**src/sv/siao_pkg.sv**
```systemverilog
// Shared types and constants for the sized integer ALU.
`timescale 1ns / 1ps
package siao_pkg;

  // Width of the item fields on the ports
  localparam int FIELD_BITS = 32;
  // Width of a clamped operand size in bytes (holds up to 15)
  localparam int SZ_W = 4;
  // One byte of ones, the unit of a size mask
  localparam logic [7:0] BYTE_ONES = 8'o377;

  typedef enum logic [3:0] {
    OP_MUL = 4'd0,
    OP_DIV = 4'd1,
    OP_MOD = 4'd2,
    OP_ADD = 4'd3,
    OP_SUB = 4'd4,
    OP_LT  = 4'd5,
    OP_GT  = 4'd6,
    OP_LE  = 4'd7,
    OP_GE  = 4'd8,
    OP_EQ  = 4'd9,
    OP_NE  = 4'd10,
    OP_AND = 4'd11,
    OP_OR  = 4'd12,
    OP_NEG = 4'd13,
    OP_NOT = 4'd14
  } op_t;

  // Control that travels with each item down the pipe
  typedef struct packed {
    op_t             op;
    logic            uns;
    logic            sym;
    logic            a_neg;
    logic            diff;
    logic [SZ_W-1:0] sz;
    logic            ovf;
    logic            dz;
  } ctl_t;

endpackage

```
**src/sv/siao_div_step.sv**
```systemverilog
// One restoring division step: one quotient bit per stage.
`timescale 1ns / 1ps
module siao_div_step #(
  parameter int W = 32
) (
  input  logic           clk,
  input  logic           rst,
  input  logic           en,
  input  logic           v_in,
  input  siao_pkg::ctl_t ctl_in,
  input  logic [W-1:0]   r_in,
  input  logic [W-1:0]   mb_in,
  input  logic [W-1:0]   rem_in,
  input  logic [W-1:0]   nq_in,
  output logic           v_out,
  output siao_pkg::ctl_t ctl_out,
  output logic [W-1:0]   r_out,
  output logic [W-1:0]   mb_out,
  output logic [W-1:0]   rem_out,
  output logic [W-1:0]   nq_out
);

  logic [W:0]   t, t_sub;
  logic         ge;
  logic [W-1:0] rem_next, nq_next;

  // shift in the next dividend bit, subtract the divisor where it fits
  always_comb begin
    t        = {rem_in, nq_in[W-1]};
    t_sub    = t - {1'b0, mb_in};
    ge       = t >= {1'b0, mb_in};
    rem_next = ge ? t_sub[W-1:0] : t[W-1:0];
    nq_next  = {nq_in[W-2:0], ge};
  end

  always_ff @(posedge clk) begin
    if (rst) v_out <= 1'b0;
    else if (en) v_out <= v_in;
  end

  always_ff @(posedge clk) begin
    if (en) begin
      ctl_out <= ctl_in;
      r_out   <= r_in;
      mb_out  <= mb_in;
      rem_out <= rem_next;
      nq_out  <= nq_next;
    end
  end

endmodule

```
**config.mk**
```make
export PLATFORM = sky130hd
export DESIGN_NAME = siao_div_step
export DESIGN_NICKNAME = d
export VERILOG_FILES = /design/src/sv/siao_pkg.sv /design/src/sv/siao_div_step.sv
export SDC_FILE = /design/constraint.sdc
export NUM_CORES = 1
export LEC_CHECK = 0
export BUFFER_PORTS_ARGS = -buffer_cell sky130_fd_sc_hd__buf_2
export CORE_MARGIN = 1
export CORE_UTILIZATION = 49
export DETAILED_ROUTE_END_ITERATION = 16
export PLACE_DENSITY = 0.83
export SLEW_MARGIN = 15
export SYNTH_ARGS = -nofsm -noshare
export SYNTH_HDL_FRONTEND = slang
export SYNTH_SLANG_ARGS = --single-unit
export TNS_END_PERCENT = 50
```
**constraint.sdc**
```tcl
create_clock -name clk -period 7.6 [get_ports clk]
set_input_delay 0.38 -clock clk [delete_from_list [all_inputs] [get_ports clk]]
set_output_delay 0.38 -clock clk [all_outputs]
set_load 0.1 [all_outputs]
```
==> metrics.txt <==
outcome completed; worst setup path endpoint rem_out[30]$_DFFE_PP_; fmax 305 MHz; post-synthesis xor/xnor area fraction 3.64%; Worst path most repeated cell a21oi_1; CTS H-Tree Depth 4; Initial Util 50.9%; WP depth 12; Syn Area/Cell 13.3 µm²; Critical R2R Launch v_out$_SDFFE_PP0P_; CP cell instances buf_2, ha_1, fa_1, nand2b_1, a21oi_1, o21ai_0, o311a_1, a31oi_1, a21oi_1, o41ai_1, xor2_1, mux2_1; Leak 3.89 nW; GPL Wtd Cong 0.896; mux contribution to synthesized area 2.19%; DP HPWL 12800 µm; largest net degree at the start of global routing 83; WL per Instance 17.5 µm; PD cells 313 nW/µm²; arrival time worst endpoint 3.45 ns; top-count cell post-synth edfxtp_1; FP Rows 41; crit share post-route 43.2%; final setup fails 0; Max VDD drop 138 µV; clk_lat worst skew 0.42 ns; Synth top area share 65.6%; Synth Instances 488; Port Buffers 288; synth top area cells edfxtp_1, ha_1, a21oi_1; setup TNS 0 ns; clock sinks 143; Die ar. 13700 µm²; Worst-path clk slew 0.06 ns; syn nets 667; max_slew headroom 34.3%; area leader, netlist edfxtp_1; Synth Area in Simple Gates 7.02%; Routed Antenna Nets 0; Async SR Flop Fraction 0%; GRT overflow 0; Max clock buf depth 2; Pre-antenna DRT Iters 5; slew at the pin closest to its max-slew limit 0.986 ns; global-route usage over all layers 24.6%; Worst EP required 7.77 ns; Die Ht 117 µm; Synth warnings 0; R2R setup slack 7.00 ns; DRT iter0 DRCs 365; Buf+Inv Stages, Crit Path 1; RSZ-0062 raised after global routing false; post-synth cell types 48; CTS Hold Bufs 0; antenna violations before repair 1; CTS resizes 0; Most used DFF post-synth edfxtp_1; Top delay family on crit path compound AO/OA/AOI/OAI gates; Cell Area, Synth 6500 µm²; CP Class primary input to register; drt total wl 16900 µm; CTS buffer count 17; crit path launch mb_in[0]; I/O pins 289; Avg Vias per Cell 5.18; Total Power 0.00273 W; Fillers 937; dominant combinational cell family by area after synthesis compound AO/OA/AOI/OAI gates; max-slew violations 0; core area 12800 µm²; Slowest-stage cell, CP fa_1; dpl ws 3.95 ns; number of synthesized flops with an enable pin 142; CP Launch Type primary input; CTS tree yes; fraction of the mapped netlist area in compound gates 11.3%; Period minus WS final 3.28 ns; P&R area growth vs syn 33.9%; share of cells above drive strength 1 41.7%; Die Wd 117 µm; worst r2r path cells 2; class of the tightest hold or removal check primary input to register; Adder-Cell Fraction of Synth Area 6.46%; Worst Skew 0 ns; Crit. End Element register; CP max stage delay 0.40 ns; Root Driver clkbuf_16; detailed-route via count 5006; register area share after synthesis 65.9%; Final Hold Viols 0; setup ws final 4.32 ns; Crit Path Max Fanout 4; Final nets 959; most instantiated cells after synthesis edfxtp_1, a21oi_1, inv_1; number of remaining DRC errors 0; Setup Buffers After CTS 0; Seq cells post-synth 143; Max-Cap Viols 0; Crit Reg-Reg Endpoint v_out$_SDFFE_PP0P_; first-pass GRT wire length 25000 µm; vias in the first global route 4933
==> worst min-delay path by stage <==
stage	from	end	slack (ns)	depth (start not counted)
global route	rst	v_out$_SDFFE_PP0P_	0.09	2
global placement	v_out$_SDFFE_PP0P_	v_out$_SDFFE_PP0P_	0.47	2
CTS	rst	v_out$_SDFFE_PP0P_	0.1	2
detailed placement	v_out$_SDFFE_PP0P_	v_out$_SDFFE_PP0P_	0.51	2
finish	rst	v_out$_SDFFE_PP0P_	0.12	2
floorplan	rst	v_out$_SDFFE_PP0P_	0.45	1
==> stage by stage <==
stage,utilization [%],area [µm²],hold slack (ns),std cells
finish,68.2,8710,0.116,966
global route,68.2,8710,0.0947,966
CTS,68.2,8710,0.0984,965
detailed placement,63.4,8100,0.509,933
global placement,63.4,8100,0.470,933
floorplan,-,6500,0.452,488
==> cell usage in the layout (no fill, tap or decap), types with 2 or more instances in the layout <==
cell	instances
a211o_1	2
a211oi_1	3
a21o_1	12
a21oi_1	54
a2bb2oi_1	2
a31oi_1	5
and4_1	2
buf_2	287
buf_4	2
bufinv_16	3
clkbuf_16	17
clkinv_4	2
clkinvlp_4	3
edfxtp_1	142
ha_1	32
inv_1	38
inv_6	3
inv_8	2
mux2_1	4
mux2_2	6
mux2i_1	3
nand2_1	27
nand2b_1	4
nand3_1	8
nand4_1	7
nor2_1	37
nor2b_1	2
nor3_1	2
nor4_1	4
o211ai_1	4
o21a_1	6
o21ai_0	16
o21bai_1	3
o22ai_1	2
o41ai_1	2
xnor2_1	16
xor2_1	11
==> cell type report <==
type	count	area [µm²]	share of cell area [%]
clock buffer	18	429	4.93
antenna	1	2.50	0.0287
timing repair buffer	290	1460	16.8
multi-input combinational	290	1990	22.9
clock inverter	14	183	2.10
inverter	38	143	1.64
sequential	143	4280	49.2
tap	172	215	2.47
==> per-layer routing <==
| layer | global-route usage, % | share of wire [%] | up-vias |
|---|---|---|---|
| met3 | 8.24 | 8.1 | 27 |
| met1 | 28.2 | 38 | 2359 |
| met2 | 42.4 | 51 | 218 |
| met4 | 10.2 | 2.2 | 0 |
| met5 | 0 | 0 | - |
| li1 | - | - | 2402 |
==> registers in the layout, indices dropped and copies added, names as in the netlist <==
| name | flops |
|---|---|
| nq_out | 32 |
| r_out | 32 |
| rem_out | 32 |
| mb_out | 32 |
| v_out | 1 |
| ctl_out | 14 |
==> kinds of logic after synthesis <==
family	after synthesis
AO/OA/AOI/OAI	118
XOR/XNOR	27
adder cells (fa/ha/maj)	33
buffers and inverters	55
flip-flops	143
multiplexers	13
AND/OR/NAND/NOR	99
==> report_power, final <==
group / switching (W) / total, W / internal (W) / leakage (nW)
clock: 0.000337 / 0.000860 / 0.000523 / 0.289
combinational: 0.000730 / 0.000890 / 0.000160 / 2.20
sequential: 0.0000190 / 0.000979 / 0.000960 / 1.40
==> worst reg2reg max path: cells and delay by family, from the launching register on <==
| kind | cells | cell delay (ns) |
|---|---|---|
| and+or+nand+nor | 1 | 0.06 |
| muxes | 1 | 0.13 |
| DFF | 1 | 0.31 |
Note: power is estimated with default switching activity, not from simulation.
