$ cat src/sv/siao_pkg.sv
// Shared types and constants for the sized integer ALU.
`timescale 1ns / 1ps
package siao_pkg;

  // Width of the item fields on the ports
  localparam int FIELD_BITS = 32;
  // Width of a clamped operand size in bytes (holds up to 15)
  localparam int SZ_W = 4;
  // One byte of ones, the unit of a size mask
  localparam logic [7:0] BYTE_ONES = 8'o377;

  typedef enum logic [3:0] {
    OP_MUL = 4'd0,
    OP_DIV = 4'd1,
    OP_MOD = 4'd2,
    OP_ADD = 4'd3,
    OP_SUB = 4'd4,
    OP_LT  = 4'd5,
    OP_GT  = 4'd6,
    OP_LE  = 4'd7,
    OP_GE  = 4'd8,
    OP_EQ  = 4'd9,
    OP_NE  = 4'd10,
    OP_AND = 4'd11,
    OP_OR  = 4'd12,
    OP_NEG = 4'd13,
    OP_NOT = 4'd14
  } op_t;

  // Control that travels with each item down the pipe
  typedef struct packed {
    op_t             op;
    logic            uns;
    logic            sym;
    logic            a_neg;
    logic            diff;
    logic [SZ_W-1:0] sz;
    logic            ovf;
    logic            dz;
  } ctl_t;

endpackage

$ cat src/sv/siao_back.sv
// Back stage: division sign fix-up, size masking and output register.
`timescale 1ns / 1ps
module siao_back #(
  parameter int W = 32
) (
  input  logic                            clk,
  input  logic                            rst,
  input  logic                            en,
  input  logic                            v_in,
  input  siao_pkg::ctl_t                  ctl_in,
  input  logic [W-1:0]                    r_in,
  input  logic [W-1:0]                    mb_in,
  input  logic [W-1:0]                    rem_in,
  input  logic [W-1:0]                    q_in,
  output logic                            out_valid,
  output logic [siao_pkg::FIELD_BITS-1:0] result_bits,
  output logic                            overflow,
  output logic                            divide_by_zero
);

  localparam int MAXB = W / 8;

  function automatic logic [W-1:0] size_mask(input logic [siao_pkg::SZ_W-1:0] sz);
    logic [W-1:0] m;
    m = '0;
    for (int i = 0; i < MAXB; i++) begin
      if (siao_pkg::SZ_W'(i) < sz) m[8*i +: 8] = siao_pkg::BYTE_ONES;
    end
    return m;
  endfunction

  logic [W-1:0]                    r_c, mask_c, rm_c, fw_c;
  logic                            rem_nz, sbit;
  logic [siao_pkg::FIELD_BITS-1:0] res_c;

  // floor division and divisor-signed modulo from the magnitudes
  always_comb begin
    rem_nz = rem_in != '0;
    r_c    = r_in;
    case (ctl_in.op)
      siao_pkg::OP_DIV: begin
        if (ctl_in.uns || !ctl_in.diff) r_c = q_in;
        else r_c = -(q_in + W'(rem_nz));
      end
      siao_pkg::OP_MOD: begin
        if (ctl_in.uns) r_c = rem_in;
        else if (rem_nz && ctl_in.diff) r_c = ctl_in.a_neg ? mb_in - rem_in : rem_in - mb_in;
        else r_c = ctl_in.a_neg ? -rem_in : rem_in;
      end
      default: r_c = r_in;
    endcase
    if (ctl_in.dz) r_c = '0;
    mask_c = size_mask(ctl_in.sz);
    rm_c   = r_c & mask_c;
    sbit   = |(rm_c & ~(mask_c >> 1));
    fw_c   = (!ctl_in.uns && sbit) ? (rm_c | ~mask_c) : rm_c;
  end

  // widen or cut to the port, signed results keep their sign
  generate
    if (W >= siao_pkg::FIELD_BITS) begin : g_cut
      assign res_c = fw_c[siao_pkg::FIELD_BITS-1:0];
    end else begin : g_ext
      assign res_c = ctl_in.uns ? siao_pkg::FIELD_BITS'(fw_c)
                                : {{(siao_pkg::FIELD_BITS-W){fw_c[W-1]}}, fw_c};
    end
  endgenerate

  always_ff @(posedge clk) begin
    if (rst) out_valid <= 1'b0;
    else if (en) out_valid <= v_in;
  end

  always_ff @(posedge clk) begin
    if (en) begin
      result_bits    <= res_c;
      overflow       <= ctl_in.ovf;
      divide_by_zero <= ctl_in.dz;
    end
  end

endmodule

$ cat config.mk
export PLATFORM = sky130hd
export DESIGN_NAME = siao_back
export DESIGN_NICKNAME = d
export VERILOG_FILES = /design/src/sv/siao_pkg.sv /design/src/sv/siao_back.sv
export SDC_FILE = /design/constraint.sdc
export NUM_CORES = 1
export LEC_CHECK = 0
export ABC_AREA = 1
export BUFFER_PORTS_ARGS = -buffer_cell sky130_fd_sc_hd__buf_4
export CAP_MARGIN = 20
export CORE_MARGIN = 3
export CORE_UTILIZATION = 45
export CTS_CLUSTER_DIAMETER = 30
export DETAILED_ROUTE_END_ITERATION = 6
export PLACE_DENSITY = 0.67
export SLEW_MARGIN = 20
export SYNTH_ARGS = -nofsm -noshare
export SYNTH_HDL_FRONTEND = slang
export SYNTH_SLANG_ARGS = --single-unit
$ cat constraint.sdc
create_clock -name clk -period 7.1 [get_ports clk]
set_input_delay 1.775 -clock clk [delete_from_list [all_inputs] [get_ports clk]]
set_output_delay 1.775 -clock clk [all_outputs]
set_load 0.02 [all_outputs]
==> qor.yml <==
yosys:
  seq_area_frac_synth_pct: 11.0
  syn_nets: 1899
  yosys_warnings: 0
  synth_area_mm2: 0.00945
  syn_inst: 1654
  synth.distinct_cells: 53
  yosys_register_bits: 35
  syn_area_per_cell_um2: 5.71
clock_tree:
  clock-root-buffer: "clkbuf_16"
  cts_resized: 0
  clock-sinks: 35
  clockBufferDepth: 2
  path_clk_slew_ps: 60
  hold_buffers: 0
  htreeDepth: 2
  post-cts-setup-buffer-count: 0
  tritoncts: "built"
  numCtsBuffers: 5
  clock_insertion_delay_worst_skew_ps: 290
floorplan:
  boundaryPins: 181
  die_w_um: 151
  die_area_mm2: 0.0228
  fp.coreArea_mm2: 0.0204
  start_util_pct: 46.2
  fp-row-count: 52
  die_h_um: 151
min_path:
  hold_class: "reg2reg"
  hold_depth: 2
route:
  routed_wl_mm: 36.8
  ant_nets: 0
  dr.pass1.iters: 6
  vias: 11469
  drtIter0Drc: 930
  wire_per_inst_um: 17.6
  drc_errors: 0
  viasPerCell: 5.50
timing:
  min_period_ps: 5900
  slew_headroom_pct: 46.1
  tns_ps: 0
  finalHoldWorstSlack_ps: 508
  finClkSkew_ps: 0
  hold_viol: 0
  setup_ws_ps: 1200
  rsz0062_at_grt: "false"
  fmax_ghz: 0.169
  fin_crit_sh_pct: 83.1
  setup_viol: 0
  slew_viol_final: 0
  worst_pin_slew_ps: 806
setup_path:
  cp_data_arrival_time_ps: 5940
  reg2reg_slack_ps: 6510
  critPathMaxStageDelay_ps: 390
  crit_path_top_delay_cell: "nor4_2"
  critPathCaptureType: "flip-flop"
  critPathMaxFanout: 8
  worstSetupPathType: "in2reg"
  r2r_cells: 2
  crit_required_ps: 7140
  crit_top_cell: "nand2_1"
  critPathLaunchType: "input port"
placement:
  hpwl_mm: 31.2
  place.gp.congestion: 0.976
  io_buffers: 179
  pre_cts_ws_ps: 908
  post-place-cells: 2077
final_layout:
  final_cells: 2085
  antenna_cells: 0
  drive_gt1_share_pct: 14.7
  most-common-layout-cells: "521 x nand2_1, 214 x inv_1, 190 x buf_4, 175 x a21oi_1, 120 x nor2_1"
  area_growth_pct: 18.5
  layout.nets: 2059
  final_common_cell: "nand2_1"
pwr:
  power_mw: 1.27
  vdd_ir_drop_max_mv: 0.0706
  power.density_mw_per_mm2: 114
  p_leak_nw: 5.88
grt:
  antenna_found_initial: 0
  track_usage_pct: 31.2
  grt_pass1_wl_mm: 55.6
  grt_pass1_vias: 10258
  grt-ovfl-total: 0
  grt_max_degree: 46
job:
  maxCapViolCount: 0
outcome:
  status: "finished clean"
==> stage by stage <==
stage / utilization [%] / cell area [µm²]
6_report: 54.8 / 11200
5_1_grt: 54.8 / 11200
4_1_cts: 54.8 / 11200
3_5_place_dp: 54.1 / 11100
3_3_place_gp: 54.1 / 11100
2_1_floorplan: - / 9450
==> registers in the layout (all words and copies together), names as in the netlist <==
name,count
result_bits,32
out_valid,1
overflow,1
divide_by_zero,1
==> worst paths after layout <==
kind                     startpoint                        end
min reg2reg  out_valid$_SDFFE_PP0P_     out_valid$_SDFFE_PP0P_
max reg2reg  out_valid$_SDFFE_PP0P_     out_valid$_SDFFE_PP0P_
min          out_valid$_SDFFE_PP0P_     out_valid$_SDFFE_PP0P_
max                       rem_in[1]  result_bits[13]$_DFFE_PP_
==> power breakdown <==
part / leakage, nW / internal, mW / total, mW / switching, mW
combinational: 5.48 / 0.287 / 0.795 / 0.508
sequential: 0.336 / 0.249 / 0.256 / 0.00663
clock: 0.0658 / 0.129 / 0.220 / 0.0908
==> Yosys cell counts, drive strengths merged <==
cell    instances  area [µm²]
nand2         537        2060
inv           223         837
a21oi         180         927
nor2          141         587
o21ai         115         583
nand3         108         611
ha             97        1210
xor2           43         377
edfxtp         34        1020
o21bai         23         173
buf            19        96.3
o211ai         19         143
clkbuf         18        67.6
nand4          12        75.1
a21boi         11        86.3
a21o           11        82.6
xnor2          10        87.6
a22oi           6        45.0
a31oi           6        37.5
nor3            6        30.0
or2             5        31.3
a221oi          4        35.0
nand3b          3        22.5
nor4            3        31.3
o21a            3        22.5
o31ai           3        22.5
clkinv          2        7.51
fa              2        40.0
mux2i           2        20.0
o221ai          2        17.5
a31o            1        8.76
and2            1        6.26
dfxtp           1        20.0
o211a           1        10.0
o22ai           1        6.26
o311ai          1        8.76
==> cell families after synthesis <==
kind of cell | synth area share, %
AOI/OAI and AO/OA | 23.4
xor gates and xnor gates | 4.91
adders and majority gates | 13.3
buffers and inverters | 10.7
DFF | 11.0
muxes | 0.212
and+or+nand+nor | 36.5
==> routing by layer <==
metal	vias up	wire length [µm]	track usage (%)
met5	-	0	0
met4	0	733	5.58
met3	45	3230	4.31
met2	498	16500	51.1
met1	5179	16300	44.1
li1	5747	-	-
==> worst max-delay path: cells and delay by family <==
kind / cells / cell delay [ps]
adder cells (fa/ha/maj): 4 / 890
AND/OR/NAND/NOR: 20 / 2560
buffers and inverters: 4 / 500
AO/OA/AOI/OAI: 1 / 190
==> area by class of cell <==
class / count / area [µm²]
clock buffer: 5 / 125
fill: 2256 / 9230
inverter: 225 / 845
multi-input combinational: 1357 / 7400
clock inverter: 3 / 20.0
tap: 270 / 338
sequential: 35 / 1040
timing repair buffer: 190 / 1430
(Power assumes the default switching activity.)
