<file path="config.mk">
export PLATFORM = sky130hd
export DESIGN_NAME = siao_front
export DESIGN_NICKNAME = d
export VERILOG_FILES = /design/src/sv/siao_pkg.sv /design/src/sv/siao_front.sv
export SDC_FILE = /design/constraint.sdc
export NUM_CORES = 2
export LEC_CHECK = 0
export CAP_MARGIN = 5
export CORE_MARGIN = 2
export CORE_UTILIZATION = 50
export CTS_CLUSTER_DIAMETER = 120
export DETAILED_ROUTE_END_ITERATION = 8
export DONT_BUFFER_PORTS = 1
export PLACE_DENSITY = 0.67
export SLEW_MARGIN = 20
export SYNTH_ARGS = -nofsm -noshare
export SYNTH_HDL_FRONTEND = slang
export SYNTH_SLANG_ARGS = --single-unit
</file>
<file path="constraint.sdc">
create_clock -name clk -period 9.9 [get_ports clk]
set_input_delay 1.485 -clock clk [delete_from_list [all_inputs] [get_ports clk]]
set_output_delay 1.485 -clock clk [all_outputs]
set_load 0.02 [all_outputs]
</file>
<file path="src/sv/siao_pkg.sv">
// Shared types and constants for the sized integer ALU.
`timescale 1ns / 1ps
package siao_pkg;

  // Width of the item fields on the ports
  localparam int FIELD_BITS = 32;
  // Width of a clamped operand size in bytes (holds up to 15)
  localparam int SZ_W = 4;
  // One byte of ones, the unit of a size mask
  localparam logic [7:0] BYTE_ONES = 8'o377;

  typedef enum logic [3:0] {
    OP_MUL = 4'd0,
    OP_DIV = 4'd1,
    OP_MOD = 4'd2,
    OP_ADD = 4'd3,
    OP_SUB = 4'd4,
    OP_LT  = 4'd5,
    OP_GT  = 4'd6,
    OP_LE  = 4'd7,
    OP_GE  = 4'd8,
    OP_EQ  = 4'd9,
    OP_NE  = 4'd10,
    OP_AND = 4'd11,
    OP_OR  = 4'd12,
    OP_NEG = 4'd13,
    OP_NOT = 4'd14
  } op_t;

  // Control that travels with each item down the pipe
  typedef struct packed {
    op_t             op;
    logic            uns;
    logic            sym;
    logic            a_neg;
    logic            diff;
    logic [SZ_W-1:0] sz;
    logic            ovf;
    logic            dz;
  } ctl_t;

endpackage

</file>
<file path="src/sv/siao_front.sv">
// Front stages: operand reduction, ALU and product, multiply overflow.
`timescale 1ns / 1ps
module siao_front #(
  parameter int W = 32
) (
  input  logic                                clk,
  input  logic                                rst,
  input  logic                                en,
  input  logic                                in_valid,
  input  logic [3:0]                          operation,
  input  logic                                is_unsigned,
  input  logic [2:0]                          size_bytes,
  input  logic [siao_pkg::FIELD_BITS-1:0]     operand_a,
  input  logic [siao_pkg::FIELD_BITS-1:0]     operand_b,
  input  logic                                sym,
  output logic                                s3_valid,
  output siao_pkg::ctl_t                      s3_ctl,
  output logic [W-1:0]                        s3_r,
  output logic [W-1:0]                        s3_ma,
  output logic [W-1:0]                        s3_mb
);

  localparam int MAXB = W / 8;

  function automatic logic [W-1:0] size_mask(input logic [siao_pkg::SZ_W-1:0] sz);
    logic [W-1:0] m;
    m = '0;
    for (int i = 0; i < MAXB; i++) begin
      if (siao_pkg::SZ_W'(i) < sz) m[8*i +: 8] = siao_pkg::BYTE_ONES;
    end
    return m;
  endfunction

  // mask in unsigned mode, sign-extend from the size in signed mode
  function automatic logic [W-1:0] reduce(input logic [W-1:0] x, input logic [W-1:0] m,
                                          input logic uns);
    logic [W-1:0] xm;
    logic         sb;
    xm = x & m;
    sb = |(xm & ~(m >> 1));
    return (!uns && sb) ? (xm | ~m) : xm;
  endfunction

  // ---------------- stage 1: decode and reduce ----------------
  logic [siao_pkg::SZ_W-1:0] sz_c;
  logic [W-1:0]              mask_c, a_c, b_c, ma_c, mb_c;
  logic                      an_c, bn_c;
  siao_pkg::op_t             op_c;

  always_comb begin
    sz_c = siao_pkg::SZ_W'(size_bytes);
    if (sz_c == '0) sz_c = siao_pkg::SZ_W'(1);
    else if (sz_c > siao_pkg::SZ_W'(MAXB)) sz_c = siao_pkg::SZ_W'(MAXB);
    mask_c = size_mask(sz_c);
    a_c    = reduce(W'(operand_a), mask_c, is_unsigned);
    b_c    = reduce(W'(operand_b), mask_c, is_unsigned);
    an_c   = !is_unsigned && a_c[W-1];
    bn_c   = !is_unsigned && b_c[W-1];
    ma_c   = an_c ? -a_c : a_c;
    mb_c   = bn_c ? -b_c : b_c;
    op_c   = siao_pkg::op_t'(operation);
  end

  logic           v1;
  siao_pkg::ctl_t ctl1;
  logic [W-1:0]   a1, b1, ma1, mb1;

  always_ff @(posedge clk) begin
    if (rst) v1 <= 1'b0;
    else if (en) v1 <= in_valid;
  end

  always_ff @(posedge clk) begin
    if (en) begin
      ctl1.op    <= op_c;
      ctl1.uns   <= is_unsigned;
      ctl1.sym   <= sym;
      ctl1.a_neg <= an_c;
      ctl1.diff  <= an_c ^ bn_c;
      ctl1.sz    <= sz_c;
      ctl1.ovf   <= 1'b0;
      ctl1.dz    <= (op_c == siao_pkg::OP_DIV || op_c == siao_pkg::OP_MOD) && (b_c == '0);
      a1  <= a_c;
      b1  <= b_c;
      ma1 <= ma_c;
      mb1 <= mb_c;
    end
  end

  // ---------------- stage 2: ALU and magnitude product ----------------
  logic [W-1:0]          mask2, mx2, r2_c, lim2_c;
  logic signed [W+1:0]   sa, sb, sum, dif, mxs, mn;
  logic                  ovf2_c;
  siao_pkg::ctl_t        ctl2_c;

  always_comb begin
    mask2 = size_mask(ctl1.sz);
    mx2   = mask2 >> 1;
    sa    = ctl1.uns ? $signed({2'b00, a1}) : $signed({{2{a1[W-1]}}, a1});
    sb    = ctl1.uns ? $signed({2'b00, b1}) : $signed({{2{b1[W-1]}}, b1});
    sum   = sa + sb;
    dif   = sa - sb;
    mxs   = $signed({2'b00, mx2});
    mn    = ctl1.sym ? -mxs : -mxs - $signed((W+2)'(1));
    r2_c  = '0;
    ovf2_c = 1'b0;
    case (ctl1.op)
      siao_pkg::OP_ADD: begin
        r2_c = a1 + b1;
        if (ctl1.uns) ovf2_c = sum > $signed({2'b00, mask2});
        else ovf2_c = (sa > 0 && sb > 0 && sum > mxs) || (sa < 0 && sb < 0 && sum < mn);
      end
      siao_pkg::OP_SUB: begin
        r2_c = a1 - b1;
        if (ctl1.uns) ovf2_c = b1 > a1;
        else ovf2_c = (sa >= 0 && sb < 0 && dif > mxs) || (sa < 0 && sb >= 0 && dif < mn);
      end
      siao_pkg::OP_LT:  r2_c = W'(sa < sb);
      siao_pkg::OP_GT:  r2_c = W'(sa > sb);
      siao_pkg::OP_LE:  r2_c = W'(sa <= sb);
      siao_pkg::OP_GE:  r2_c = W'(sa >= sb);
      siao_pkg::OP_EQ:  r2_c = W'(sa == sb);
      siao_pkg::OP_NE:  r2_c = W'(sa != sb);
      siao_pkg::OP_AND: r2_c = W'((a1 != '0) && (b1 != '0));
      siao_pkg::OP_OR:  r2_c = W'((a1 != '0) || (b1 != '0));
      siao_pkg::OP_NOT: r2_c = W'(a1 == '0);
      siao_pkg::OP_NEG: begin
        r2_c   = -a1;
        ovf2_c = !ctl1.uns && !ctl1.sym && (sa == mn);
      end
      default: r2_c = '0;
    endcase
    // product limit: full mask, or the signed bound on the side of the sign
    if (ctl1.uns) lim2_c = mask2;
    else if (ctl1.diff && !ctl1.sym) lim2_c = mx2 + W'(1);
    else lim2_c = mx2;
    ctl2_c     = ctl1;
    ctl2_c.ovf = ovf2_c;
  end

  logic           v2;
  siao_pkg::ctl_t ctl2;
  logic [W-1:0]   r2, lim2, ma2, mb2;
  logic [2*W-1:0] prod2;

  always_ff @(posedge clk) begin
    if (rst) v2 <= 1'b0;
    else if (en) v2 <= v1;
  end

  always_ff @(posedge clk) begin
    if (en) begin
      ctl2  <= ctl2_c;
      r2    <= r2_c;
      lim2  <= lim2_c;
      ma2   <= ma1;
      mb2   <= mb1;
      prod2 <= (2*W)'(ma1) * (2*W)'(mb1);
    end
  end

  // ---------------- stage 3: multiply result and overflow ----------------
  siao_pkg::ctl_t ctl3_c;
  logic [W-1:0]   r3_c;

  always_comb begin
    ctl3_c = ctl2;
    r3_c   = r2;
    if (ctl2.op == siao_pkg::OP_MUL) begin
      ctl3_c.ovf = prod2 > {{W{1'b0}}, lim2};
      r3_c       = ctl2.diff ? -prod2[W-1:0] : prod2[W-1:0];
    end
  end

  always_ff @(posedge clk) begin
    if (rst) s3_valid <= 1'b0;
    else if (en) s3_valid <= v2;
  end

  always_ff @(posedge clk) begin
    if (en) begin
      s3_ctl <= ctl3_c;
      s3_r   <= r3_c;
      s3_ma  <= ma2;
      s3_mb  <= mb2;
    end
  end

endmodule

</file>
==> run metrics <==
Commonest cells post-synth=inv_1 (1028), fa_1 (898), and2_1 (606); max-slew violation count=276; Die Height=347 um; die area=120000 um2; layout cells sized above 1=4.29%; syn_area_per_cell=9.88 um2; final-stage net count=7291; WP data arrival=9300 ps; H-Tree Level Count=2; Final Routed Wirelength=173 mm; Num CTS Buffers=52; CTS sink cnt=437; Synth top area share=30.6%; grt total ovfl=0; Filler cells=10400; Final Skew=83.3 ps; slowest library cell on the worst path=edfxtp_1; top-count cell post-synth=inv_1; Syn Inst Count=5950; Hold WC Path Type=register to register; uppermost layer routed=met5; total track usage=29.2%; post-layout util=53.5%; fmax=0.112 GHz; # port buffers=0; startpoint types=register; post-DR wirelength/cell=23.4 um; # DRC=0; status=complete, but fails checks; Fin Setup TNS=0 ps; drt first pass iters=8; Setup CP Type=register to register; Post-Syn Area=58800 um2; first-pass GRT wire length=266 mm; postcts setup bufs=0; CP Max Fanout=24; hold buffer count at cts=0; Clock Latency Late Sink=690 ps; I/O pin count=188; relative slew slack=-67.9%; clock buffer depth=3; GPL Wtd Cong=0.976; vias in the first global route=43600; via count=42300; # setup viols final=0; Worst EP required=10260 ps; DRT met1 WL=69.6 mm; via density per instance=5.73; CTS tree=done; Post-synth ARST share=0%; Clock transition at path regs=60 ps; Detailed Place HPWL=141 mm; ys flop type=edfxtp_1; Worst Max-Slew Pin Slew=2520 ps; MaxCap Viol Count=0; period utilization=90.4%; YS warnings=0; met2 routed WL=81.4 mm; failing checks=max-slew violations; area added between synthesis and finish=5.86%; num rows=125; register bit total from synthesis=437; post-CTS sizing=0; Worst setup EP type=register; root buf cell=clkbuf_16; CP dominant cell by count=fa_1; Initial Utilization=50.5%; dominant cell type by area after synthesis=fa_1; WHS=418 ps; Synthesized Nets=7433; Yosys cell types=97; initial antenna violation count=6; Final min period=8950 ps; share of the yosys chip area belonging to registers=22.3%; number of flops mapped to enable cells by yosys=434; Die W=347 um; R2R Setup Slk=950 ps; critical path's largest stage delay=990 ps; top cells by area, synth=fa_1 (31%), edfxtp_1 (22%), ha_1 (11%); largest net degree at the start of global routing=438; Final Hold Vio Count=0; initial DRC count=3652; unrepaired setup endpoints after global routing=false; met3 WL=13.1 mm; Antenna Nets Post-Route=0; core region area=116000 um2
## per-stage QoR
stage	setup WS, ps	std cells	area, um2
floorplan	2160	5950	58800
global placement	1150	7274	60300
detailed placement	1080	7274	60300
CTS	997	7369	62100
global route	533	7374	62200
finish	955	7378	62200
## state kept, by name (all words and copies together) (netlist names)
register and flops:
prod2 64, a1 32, b1 32, ma2 32, mb2 32, r2 32, s3_ma 32, s3_mb 32
s3_r 32, ma1 31, mb1 31, lim2 14, ctl2 13, s3_ctl 13, ctl1 12, s3_valid 1
v1 1, v2 1
## final timing paths
check / end / startpoint / cells past startpoint
min reg2reg: s3_ma[10] / ma2[10] / 0
max: prod2[62] / mb1[15] / 26
min: s3_ma[10] / ma2[10] / 0
max reg2reg: prod2[62] / mb1[15] / 26
## final cells by class
cell class / count / area (um2) / share of cell area, %
diodes: 5 / 12.5 / 0.0201
clock buffers: 57 / 1330 / 2.14
clock inverters: 38 / 492 / 0.790
inverters: 1031 / 3870 / 6.22
multi-input cells: 4176 / 40700 / 65.3
flip-flops and latches: 437 / 13100 / 21.0
well taps: 1524 / 1910 / 3.06
repair buffers: 110 / 881 / 1.42
## worst max-delay path, delay by kind of cell, from the launching register on
family | cells | cell delay, ps
buffers and inverters | 5 | 590
AOI/OAI and AO/OA | 9 | 2150
and+or+nand+nor | 2 | 490
xor gates and xnor gates | 1 | 90
DFF | 1 | 990
adders and majority gates | 9 | 4310
## cells by family (layout without fill, tap and decap cells)
kind of cell               Yosys count  in the layout  share of synthesized area (%)
buffers and inverters             1337           1236                           8.62
adders and majority gates         1406           1406                           41.4
xor gates and xnor gates           250            250                           3.72
DFF                                437            437                           22.3
other                                1              6                        0.00638
muxes                               15             15                          0.260
AOI/OAI and AO/OA                  771            771                           8.65
and+or+nand+nor                   1733           1733                           15.1
## layer usage
metal	global-route usage (%)	vias up
met4	12.3	4
met3	5.07	324
met1	38.8	21700
met5	0	-
li1	-	18700
met2	47.4	1586
## cell usage in the layout (no fill, tap or decap), drive strengths merged, types with 110 or more instances in the layout
| master | count |
|---|---|
| xor2 | 111 |
| nor2 | 204 |
| o21ai | 139 |
| xnor2 | 139 |
| inv | 1037 |
| a21o | 144 |
| ha | 508 |
| fa | 898 |
| buf | 110 |
| edfxtp | 434 |
| nand2 | 593 |
| a21oi | 237 |
| and2 | 606 |
Power is left out: the tool's default activity adds up to more than one toggle a clock period on the data nets, which glitch-free logic cannot reach.
